$ cat config.mk
export PLATFORM = sky130hd
export DESIGN_NAME = multi_sensor_echo_range_averager_top
export DESIGN_NICKNAME = d
export VERILOG_FILES = /design/src/rtl/msera_pkg.sv /design/src/rtl/msera_ctrl.sv /design/src/rtl/msera_dpath.sv /design/src/rtl/multi_sensor_echo_range_averager_top.sv
export SDC_FILE = /design/constraint.sdc
export NUM_CORES = 1
export LEC_CHECK = 0
export CAP_MARGIN = 10
export CORE_MARGIN = 5
export CORE_UTILIZATION = 60
export CTS_CLUSTER_SIZE = 20
export DETAILED_ROUTE_END_ITERATION = 8
export DONT_BUFFER_PORTS = 1
export PLACE_DENSITY = 0.78
export SLEW_MARGIN = 0
export SYNTH_ARGS = -nofsm -noshare
export SYNTH_HDL_FRONTEND = slang
export SYNTH_SLANG_ARGS = --single-unit
$ cat constraint.sdc
create_clock -name clock -period 11.5 [get_ports clock]
set_input_delay 1.725 -clock clock [delete_from_list [all_inputs] [get_ports clock]]
set_output_delay 1.725 -clock clock [all_outputs]
set_load 0.02 [all_outputs]
$ cat src/rtl/msera_pkg.sv
// ----------------------------------------------------------------------------
// msera_pkg: shared types and constants for the echo range averager
// Field widths, the range conversion factor, controller states and the
// command/status bundles between the controller and the datapath.
// ----------------------------------------------------------------------------
package msera_pkg;

   // Fixed payload widths
   localparam int ECHO_W = 16;
   localparam int MM_W   = 14;
   localparam int IDX_W  = 3;
   localparam int MASK_W = 8;

   // 0.1716 mm/us in unsigned Q0.16, rounded
   localparam logic [MM_W-1:0] MM_PER_US_Q16 = 14'd11246;

   // Default geometry
   localparam int DEFAULT_SENSOR_SLOTS = 8;
   localparam int DEFAULT_RING_DEPTH   = 4;

   // Controller states
   typedef enum logic [2:0] {
      ST_IDLE,
      ST_READ,
      ST_UPDATE,
      ST_DIVIDE,
      ST_FINISH
   } ctl_state_type;

   // Controller to datapath
   typedef struct packed {
      logic load_in;  // capture request and selected slot
      logic read;     // read old ring sample, convert echo
      logic update;   // write ring, update sum, pick next slot
      logic divide;   // reciprocal multiply of the sum
      logic finish;   // correct quotient, load response
   } ctl_cmd_type;

   // Datapath to controller
   typedef struct packed {
      logic out_free;  // response register can take a new result
   } ctl_status_type;

endpackage

$ cat src/rtl/msera_ctrl.sv
// ----------------------------------------------------------------------------
// msera_ctrl: sequencer for the echo range averager
// Walks one request through read, update, divide and finish steps.
// ----------------------------------------------------------------------------
module msera_ctrl
   import msera_pkg::*;
(
   input  logic           clock,
   input  logic           reset,
   input  logic           req_valid,
   output logic           req_ready,
   input  ctl_status_type status,
   output ctl_cmd_type    cmd
);

   ctl_state_type state_ff;
   ctl_state_type state_in;

   // State register
   always_ff @(posedge clock) begin
      if (reset) begin
         state_ff <= ST_IDLE;
      end else begin
         state_ff <= state_in;
      end
   end

   // Next state and commands
   always_comb begin
      state_in  = state_ff;
      cmd       = '0;
      req_ready = 1'b0;
      unique case (state_ff)
         ST_IDLE: begin
            req_ready = 1'b1;
            if (req_valid) begin
               cmd.load_in = 1'b1;
               state_in    = ST_READ;
            end
         end
         ST_READ: begin
            cmd.read = 1'b1;
            state_in = ST_UPDATE;
         end
         ST_UPDATE: begin
            cmd.update = 1'b1;
            state_in   = ST_DIVIDE;
         end
         ST_DIVIDE: begin
            cmd.divide = 1'b1;
            state_in   = ST_FINISH;
         end
         ST_FINISH: begin
            // hold here while the previous response is still pending
            if (status.out_free) begin
               cmd.finish = 1'b1;
               state_in   = ST_IDLE;
            end
         end
         default: begin
            state_in = ST_IDLE;
         end
      endcase
   end

endmodule

$ cat src/rtl/msera_dpath.sv
// ----------------------------------------------------------------------------
// msera_dpath: datapath for the echo range averager
// Echo conversion, per-slot sample rings with running sums, average by
// reciprocal multiply, next-slot search and the response register.
// ----------------------------------------------------------------------------
module msera_dpath
   import msera_pkg::*;
#(
   parameter int SENSOR_SLOTS = DEFAULT_SENSOR_SLOTS,
   parameter int RING_DEPTH   = DEFAULT_RING_DEPTH
)
(
   input  logic              clock,
   input  logic              reset,
   input  ctl_cmd_type       cmd,
   output ctl_status_type    status,
   input  logic              csr_wr_en,
   input  logic [MASK_W-1:0] csr_wr_data,
   input  logic [ECHO_W-1:0] req_echo_us,
   output logic              rsp_valid,
   input  logic              rsp_ready,
   output logic [IDX_W-1:0]  rsp_sensor_index,
   output logic              rsp_stored,
   output logic [MM_W-1:0]   rsp_distance_mm,
   output logic [MM_W-1:0]   rsp_average_mm,
   output logic [IDX_W-1:0]  rsp_next_index
);

   localparam int SLOT_W  = (SENSOR_SLOTS > 1) ? $clog2(SENSOR_SLOTS) : 1;
   localparam int PTR_W   = (RING_DEPTH > 1) ? $clog2(RING_DEPTH) : 1;
   localparam int ENTRIES = SENSOR_SLOTS * RING_DEPTH;
   localparam int ADDR_W  = (ENTRIES > 1) ? $clog2(ENTRIES) : 1;
   localparam int SUM_W   = MM_W + ((RING_DEPTH > 1) ? $clog2(RING_DEPTH) : 0);
   localparam int PROD_W  = SUM_W + SUM_W + 1;
   localparam logic [SUM_W:0] RECIP = (SUM_W + 1)'((1 << SUM_W) / RING_DEPTH);

   // Configuration and selection state
   logic [MASK_W-1:0] mask_ff;
   logic [SLOT_W-1:0] cur_slot_ff;
   logic [PTR_W-1:0]  ptr_ff [SENSOR_SLOTS];
   logic [SUM_W-1:0]  sum_ff [SENSOR_SLOTS];
   logic [ENTRIES-1:0] vld_ff;
   logic [MM_W-1:0]   mem [ENTRIES];

   // Per-request working registers
   logic [ECHO_W-1:0] echo_ff;
   logic [SLOT_W-1:0] slot_ff;
   logic [ADDR_W-1:0] addr_ff;
   logic [MM_W-1:0]   rd_data_ff;
   logic              rd_vld_ff;
   logic [MM_W-1:0]   mm_ff;
   logic [SUM_W-1:0]  sum_sel_ff;
   logic              stored_ff;
   logic [MM_W-1:0]   q0_ff;

   // Response register
   logic              rsp_valid_ff;
   logic [IDX_W-1:0]  rsp_index_ff;
   logic              rsp_stored_ff;
   logic [MM_W-1:0]   rsp_dist_ff;
   logic [MM_W-1:0]   rsp_avg_ff;
   logic [IDX_W-1:0]  rsp_next_ff;

   logic [SENSOR_SLOTS-1:0]  en_vec;
   logic                     slot_en;
   logic [PTR_W-1:0]         cur_ptr;
   logic [PTR_W-1:0]         ptr_next;
   logic [ADDR_W-1:0]        rd_addr;
   logic [ECHO_W+MM_W-1:0]   mm_prod;
   logic [MM_W-1:0]          old_sample;
   logic [SUM_W-1:0]         sum_cur;
   logic [SUM_W-1:0]         sum_new;
   logic [SLOT_W-1:0]        next_slot;
   logic [PROD_W-1:0]        div_prod;
   logic [SUM_W-1:0]         q_times;
   logic [SUM_W-1:0]         rem;
   logic [MM_W-1:0]          avg;

   // Slot enables; slots past the mask width are never enabled
   for (genvar s = 0; s < SENSOR_SLOTS; s++) begin : g_en
      if (s < MASK_W) begin : g_on
         assign en_vec[s] = mask_ff[s];
      end else begin : g_off
         assign en_vec[s] = 1'b0;
      end
   end

   assign slot_en = en_vec[slot_ff];

   // Ring address and pointer advance
   assign cur_ptr  = ptr_ff[slot_ff];
   assign ptr_next = (cur_ptr == PTR_W'(RING_DEPTH - 1)) ? '0 : cur_ptr + PTR_W'(1);
   assign rd_addr  = ADDR_W'(int'(slot_ff) * RING_DEPTH + int'(cur_ptr));

   // Echo width to millimetres
   assign mm_prod = echo_ff * MM_PER_US_Q16;

   // Running sum update: never-written entries read as zero
   assign old_sample = rd_vld_ff ? rd_data_ff : '0;
   assign sum_cur    = sum_ff[slot_ff];
   assign sum_new    = sum_cur - SUM_W'(old_sample) + SUM_W'(mm_ff);

   // First enabled slot after the current one, wrapping; else stay
   always_comb begin
      int   cand;
      logic found;
      next_slot = slot_ff;
      found     = 1'b0;
      for (int i = 1; i < SENSOR_SLOTS; i++) begin
         cand = int'(slot_ff) + i;
         if (cand >= SENSOR_SLOTS) begin
            cand = cand - SENSOR_SLOTS;
         end
         if (!found && en_vec[SLOT_W'(cand)]) begin
            next_slot = SLOT_W'(cand);
            found     = 1'b1;
         end
      end
   end

   // Average: reciprocal estimate is exact or one low, fix with remainder
   assign div_prod = sum_sel_ff * RECIP;
   assign q_times  = SUM_W'(int'(q0_ff) * RING_DEPTH);
   assign rem      = sum_sel_ff - q_times;
   assign avg      = (rem >= SUM_W'(RING_DEPTH)) ? q0_ff + MM_W'(1) : q0_ff;

   // Control state with reset
   always_ff @(posedge clock) begin
      if (reset) begin
         mask_ff      <= '0;
         cur_slot_ff  <= '0;
         vld_ff       <= '0;
         rsp_valid_ff <= 1'b0;
         for (int s = 0; s < SENSOR_SLOTS; s++) begin
            ptr_ff[s] <= '0;
            sum_ff[s] <= '0;
         end
      end else begin
         if (csr_wr_en) begin
            mask_ff <= csr_wr_data;
         end
         if (cmd.update) begin
            cur_slot_ff <= next_slot;
            if (slot_en) begin
               vld_ff[addr_ff]  <= 1'b1;
               ptr_ff[slot_ff]  <= ptr_next;
               sum_ff[slot_ff]  <= sum_new;
            end
         end
         if (cmd.finish) begin
            rsp_valid_ff <= 1'b1;
         end else if (rsp_ready) begin
            rsp_valid_ff <= 1'b0;
         end
      end
   end

   // Sample memory
   always_ff @(posedge clock) begin
      if (cmd.read) begin
         rd_data_ff <= mem[rd_addr];
      end
      if (cmd.update && slot_en) begin
         mem[addr_ff] <= mm_ff;
      end
   end

   // Payload pipeline
   always_ff @(posedge clock) begin
      if (cmd.load_in) begin
         echo_ff <= req_echo_us;
         slot_ff <= cur_slot_ff;
      end
      if (cmd.read) begin
         addr_ff   <= rd_addr;
         rd_vld_ff <= vld_ff[rd_addr];
         mm_ff     <= mm_prod[ECHO_W +: MM_W];
      end
      if (cmd.update) begin
         sum_sel_ff <= slot_en ? sum_new : sum_cur;
         stored_ff  <= slot_en;
      end
      if (cmd.divide) begin
         q0_ff <= div_prod[SUM_W +: MM_W];
      end
      if (cmd.finish) begin
         rsp_index_ff  <= IDX_W'(slot_ff);
         rsp_stored_ff <= stored_ff;
         rsp_dist_ff   <= mm_ff;
         rsp_avg_ff    <= avg;
         rsp_next_ff   <= IDX_W'(cur_slot_ff);
      end
   end

   assign status.out_free = !rsp_valid_ff || rsp_ready;

   assign rsp_valid        = rsp_valid_ff;
   assign rsp_sensor_index = rsp_index_ff;
   assign rsp_stored       = rsp_stored_ff;
   assign rsp_distance_mm  = rsp_dist_ff;
   assign rsp_average_mm   = rsp_avg_ff;
   assign rsp_next_index   = rsp_next_ff;

endmodule

$ cat src/rtl/multi_sensor_echo_range_averager_top.sv
// ----------------------------------------------------------------------------
// multi_sensor_echo_range_averager_top: multi-sensor echo ranging averager
// Converts echo widths to distance and keeps a moving average per sensor.
// ----------------------------------------------------------------------------
// Usage:
//   req_* carries one echo width in microseconds (0 = timeout) for the slot
//   currently selected. rsp_* returns one response per request: the slot,
//   whether the sample was stored, its distance in mm, the slot's ring
//   average after the update, and the slot to trigger next.
//   csr_wr_en/csr_wr_data write the 8-bit slot enable mask. The user must
//   write it only while idle; the block itself does not enforce this.
// Timing:
//   A request is taken in the idle cycle and steps through ring memory read,
//   ring/sum update, reciprocal multiply and quotient fix. The next request
//   is taken the cycle after the response loads, so requests never overlap.
// Reset:
//   Synchronous reset clears the mask, slot selection, ring pointers, running
//   sums and the per-entry valid bits, so all rings read as zero at once.
// Backpressure:
//   A pending response holds in its register; a new request is still taken
//   and processed, then waits in the last step until rsp_ready frees it.
// ----------------------------------------------------------------------------
module multi_sensor_echo_range_averager_top
   import msera_pkg::*;
#(
   parameter int SENSOR_SLOTS = DEFAULT_SENSOR_SLOTS,
   parameter int RING_DEPTH   = DEFAULT_RING_DEPTH
)
(
   input  logic              clock,
   input  logic              reset,
   input  logic              csr_wr_en,
   input  logic [MASK_W-1:0] csr_wr_data,
   input  logic              req_valid,
   output logic              req_ready,
   input  logic [ECHO_W-1:0] req_echo_us,
   output logic              rsp_valid,
   input  logic              rsp_ready,
   output logic [IDX_W-1:0]  rsp_sensor_index,
   output logic              rsp_stored,
   output logic [MM_W-1:0]   rsp_distance_mm,
   output logic [MM_W-1:0]   rsp_average_mm,
   output logic [IDX_W-1:0]  rsp_next_index
);

   ctl_cmd_type    cmd;
   ctl_status_type status;

   // Sequencer
   msera_ctrl u_ctrl (
      .clock     (clock),
      .reset     (reset),
      .req_valid (req_valid),
      .req_ready (req_ready),
      .status    (status),
      .cmd       (cmd)
   );

   // Datapath
   msera_dpath #(
      .SENSOR_SLOTS (SENSOR_SLOTS),
      .RING_DEPTH   (RING_DEPTH)
   ) u_dpath (
      .clock            (clock),
      .reset            (reset),
      .cmd              (cmd),
      .status           (status),
      .csr_wr_en        (csr_wr_en),
      .csr_wr_data      (csr_wr_data),
      .req_echo_us      (req_echo_us),
      .rsp_valid        (rsp_valid),
      .rsp_ready        (rsp_ready),
      .rsp_sensor_index (rsp_sensor_index),
      .rsp_stored       (rsp_stored),
      .rsp_distance_mm  (rsp_distance_mm),
      .rsp_average_mm   (rsp_average_mm),
      .rsp_next_index   (rsp_next_index)
   );

endmodule

==> metrics <==
post_cts resized=0; Worst Hold Launch=u_dpath.stored_ff; ant diodes=0; Fin. Hold Viols=0; core outline area=60,600 um2; iteration count of the initial detailed-routing pass=7; initial antenna violation count=3; DRT iter0 DRCs=2,485; total grt overflow=0; sequential area share after synthesis=60.6%; ANT nets after route=0; Mapped Cells=2,703; CTS clock-pin slew for the worst setup and hold paths=60 ps; sw power=3.63 mW; crit share post-route=50.3%; Post-CTS Setup Bufs=0; wire length per cell=24.1 um; Synth Area in Compound Gates=5.55%; vias in the first global route=22,000; IO Pins=66; Clock Tree Buf Depth=3; Peak supply drop=0.000225 V; largest cells by area after synthesis=edfxtp_1 (58%), fa_1 (6.2%), ha_1 (4.6%); Root Buffer=clkbuf_16; Min Clock Period, post-route=5780 ps; Port-buffer cells=0; worst slew pin tran=1280 ps; Non-Filler Instances=3,574; critical path data arrival time=6150 ps; Clock Sinks=759; Via density=6.14; internal power=6.37 mW; Final Util=66.4%; Nets=3,008; reg2reg end=u_dpath.mm_ff[8]; Slew Viols, Final=0; adder-cell share of the synthesized area=10.8%; Yosys reg bits=759; Slew Limit Headroom=14.9%; Logic pwr share=40.1%; synthesized net count=2,982; largest area contributor in the netlist=edfxtp_1; Post-synth ARST share=0%; fmax=0.173 GHz; WS Path Type=flop to flop; starting density of the core=60.7%; sw frac=36.3%; worst skew pair latency=630 ps; main flop type after synthesis=edfxtp_1; Synth Warn #=0; HP Class=flop to flop; Clock power frac=24.8%; placed cells=3,430; pin count of the biggest net entering global routing=92; CTS tree=built; Req. time, crit path=11,870 ps; final setup TNS=0 ps; most frequent cells after synthesis=edfxtp_1 (709), nand2_1 (295), nor2_1 (284), inv_1 (246), mux2i_1 (163); Layout area overhead=9.38%; Die Y-Extent=258 um; Flop pwr share=35.1%; drc violations=0; Crit. End Element=flop; number of flops mapped to enable cells by yosys=709; RSZ-0062 raised after global routing=no; Cell Area, Synth=36,800 um2; row count=90; Post-Synth XOR/XNOR Area=1.38%; full die area=66,300 um2; reported max-cap violation count=0; final WL=86.0 mm; H-tree levels=3; Lkg Pwr=15.3 nW; crit-path max FO=8; hold path depth=0; Tot GR Track Use=25.7%; Post-CTS Hold Buffers=0; R2R Setup Slk=5720 ps; HPWL after DPL=55.0 mm; proportion of layout cells with a drive suffix above 1=10.1%; Num CTS Buffers=78; simple-gate share of the synthesized area=8.88%; gp weighted congestion=0.907; count leader, synth=edfxtp_1; reg2reg start=u_dpath.echo_ff[6]; hold path endpoint=u_dpath.rsp_stored; setup violators final=0; crit start category=flop; via count=22,000; PD cells=248 nW/um2; status=completed; Worst Skew=26.7 ps; synth unique cells=74; DIE WIDTH=258 um; largest family of logic cells by synthesized area=adder cells; average footprint of a synthesized cell=13.6 um2; mux share of post-synthesis cell area=8.61%; FF-to-FF path depth=19; post-synth top area share=57.9%; first-pass GRT wire length=131 mm
-- critical path: stages (launching register included) --
cell and delay (ps):
edfxtp_1 570, ha_1 430, xor2_1 190, ha_1 180, a21o_1 180, fa_1 520, fa_1 550, inv_1 50
fa_1 470, inv_1 40, ha_1 290, a211o_1 300, o211ai_1 100, a21oi_1 90, o31a_1 330, a311o_1 440
a21oi_1 260, inv_1 100, a221oi_1 330, xnor2_1 100
-- layout make-up --
cell class / instances / area (um2)
Tap cell: 782 / 978
Inverter: 250 / 946
Fill cell: 4140 / 20400
Multi-Input combinational cell: 1577 / 13000
Clock inverter: 33 / 358
Timing Repair Buffer: 63 / 473
Clock buffer: 110 / 2180
Sequential cell: 759 / 22300
-- worst max path at each step --
stage | start | end | slack, ps | cells past startpoint
finish | u_dpath.echo_ff[6] | u_dpath.mm_ff[8] | 5720 | 19
global route | u_dpath.echo_ff[6] | u_dpath.mm_ff[8] | 5430 | 19
CTS | u_dpath.echo_ff[6] | u_dpath.mm_ff[13] | 5690 | 19
detailed placement | u_dpath.echo_ff[6] | u_dpath.mm_ff[13] | 5700 | 19
global placement | u_dpath.echo_ff[6] | u_dpath.mm_ff[13] | 5740 | 19
floorplan | u_dpath.echo_ff[6] | u_dpath.mm_ff[13] | 6120 | 19
-- sequential cells by signal (all words and copies together) (netlist names), 16 cells and up, named ones only --
name,count
u_dpath.mem,448
u_dpath.sum_ff,128
u_dpath.vld_ff,32
u_dpath.echo_ff,16
u_dpath.ptr_ff,16
-- through the flow --
step                      total power, mW  cell area (um2)  setup slack, ps  hold WS [ps]
after detailed placement             7.51            37700             5700           412
final                                9.99            40200             5720           426
after global placement               7.35            37700             5740           412
after floorplan                      6.47            36800             6120           400
after CTS                            10.0            40200             5690           426
after global routing                 10.6            40200             5430           438
-- power groups by stage --
stage	Combinational (mW)	Clock (mW)	Sequential [mW]
6_report	4.00	2.48	3.51
5_1_grt	4.46	2.64	3.51
4_1_cts	3.98	2.51	3.51
3_5_place_dp	3.95	0	3.56
3_3_place_gp	3.80	0	3.56
2_1_floorplan	2.81	0	3.66
-- cells in the final DEF, fill, tap and decap left out, drive strengths merged, types with 6 or more instances in the layout --
cell / instances
and3: 68
a21o: 17
a31oi: 49
a211oi: 37
o21ai: 29
nor2: 284
o2111ai: 6
nand2: 300
ha: 136
a311oi: 18
clkbuf: 110
dfxtp: 50
nand3: 13
nand2b: 17
clkinv: 24
o221ai: 28
xnor2: 34
mux4: 64
xor2: 24
edfxtp: 709
fa: 114
o21a: 7
buf: 63
and2: 18
o22ai: 15
nor3: 10
inv: 253
nand4: 9
a21oi: 48
mux2i: 167
-- kinds of logic after synthesis --
family / after synthesis
fa+ha+maj: 250
mux: 233
flops: 759
simple gates: 748
xor+xnor: 58
compound gates: 288
buf+inv: 367
-- layer usage --
metal,track usage [%],vias to the layer above,part of all wire [%]
li1,-,9790,-
met1,34.8,10900,38
met2,42.2,1084,49
met3,5.00,187,9.5
met4,9.27,4,3.6
met5,0,-,0.033
Note: power is estimated with default switching activity, not from simulation.
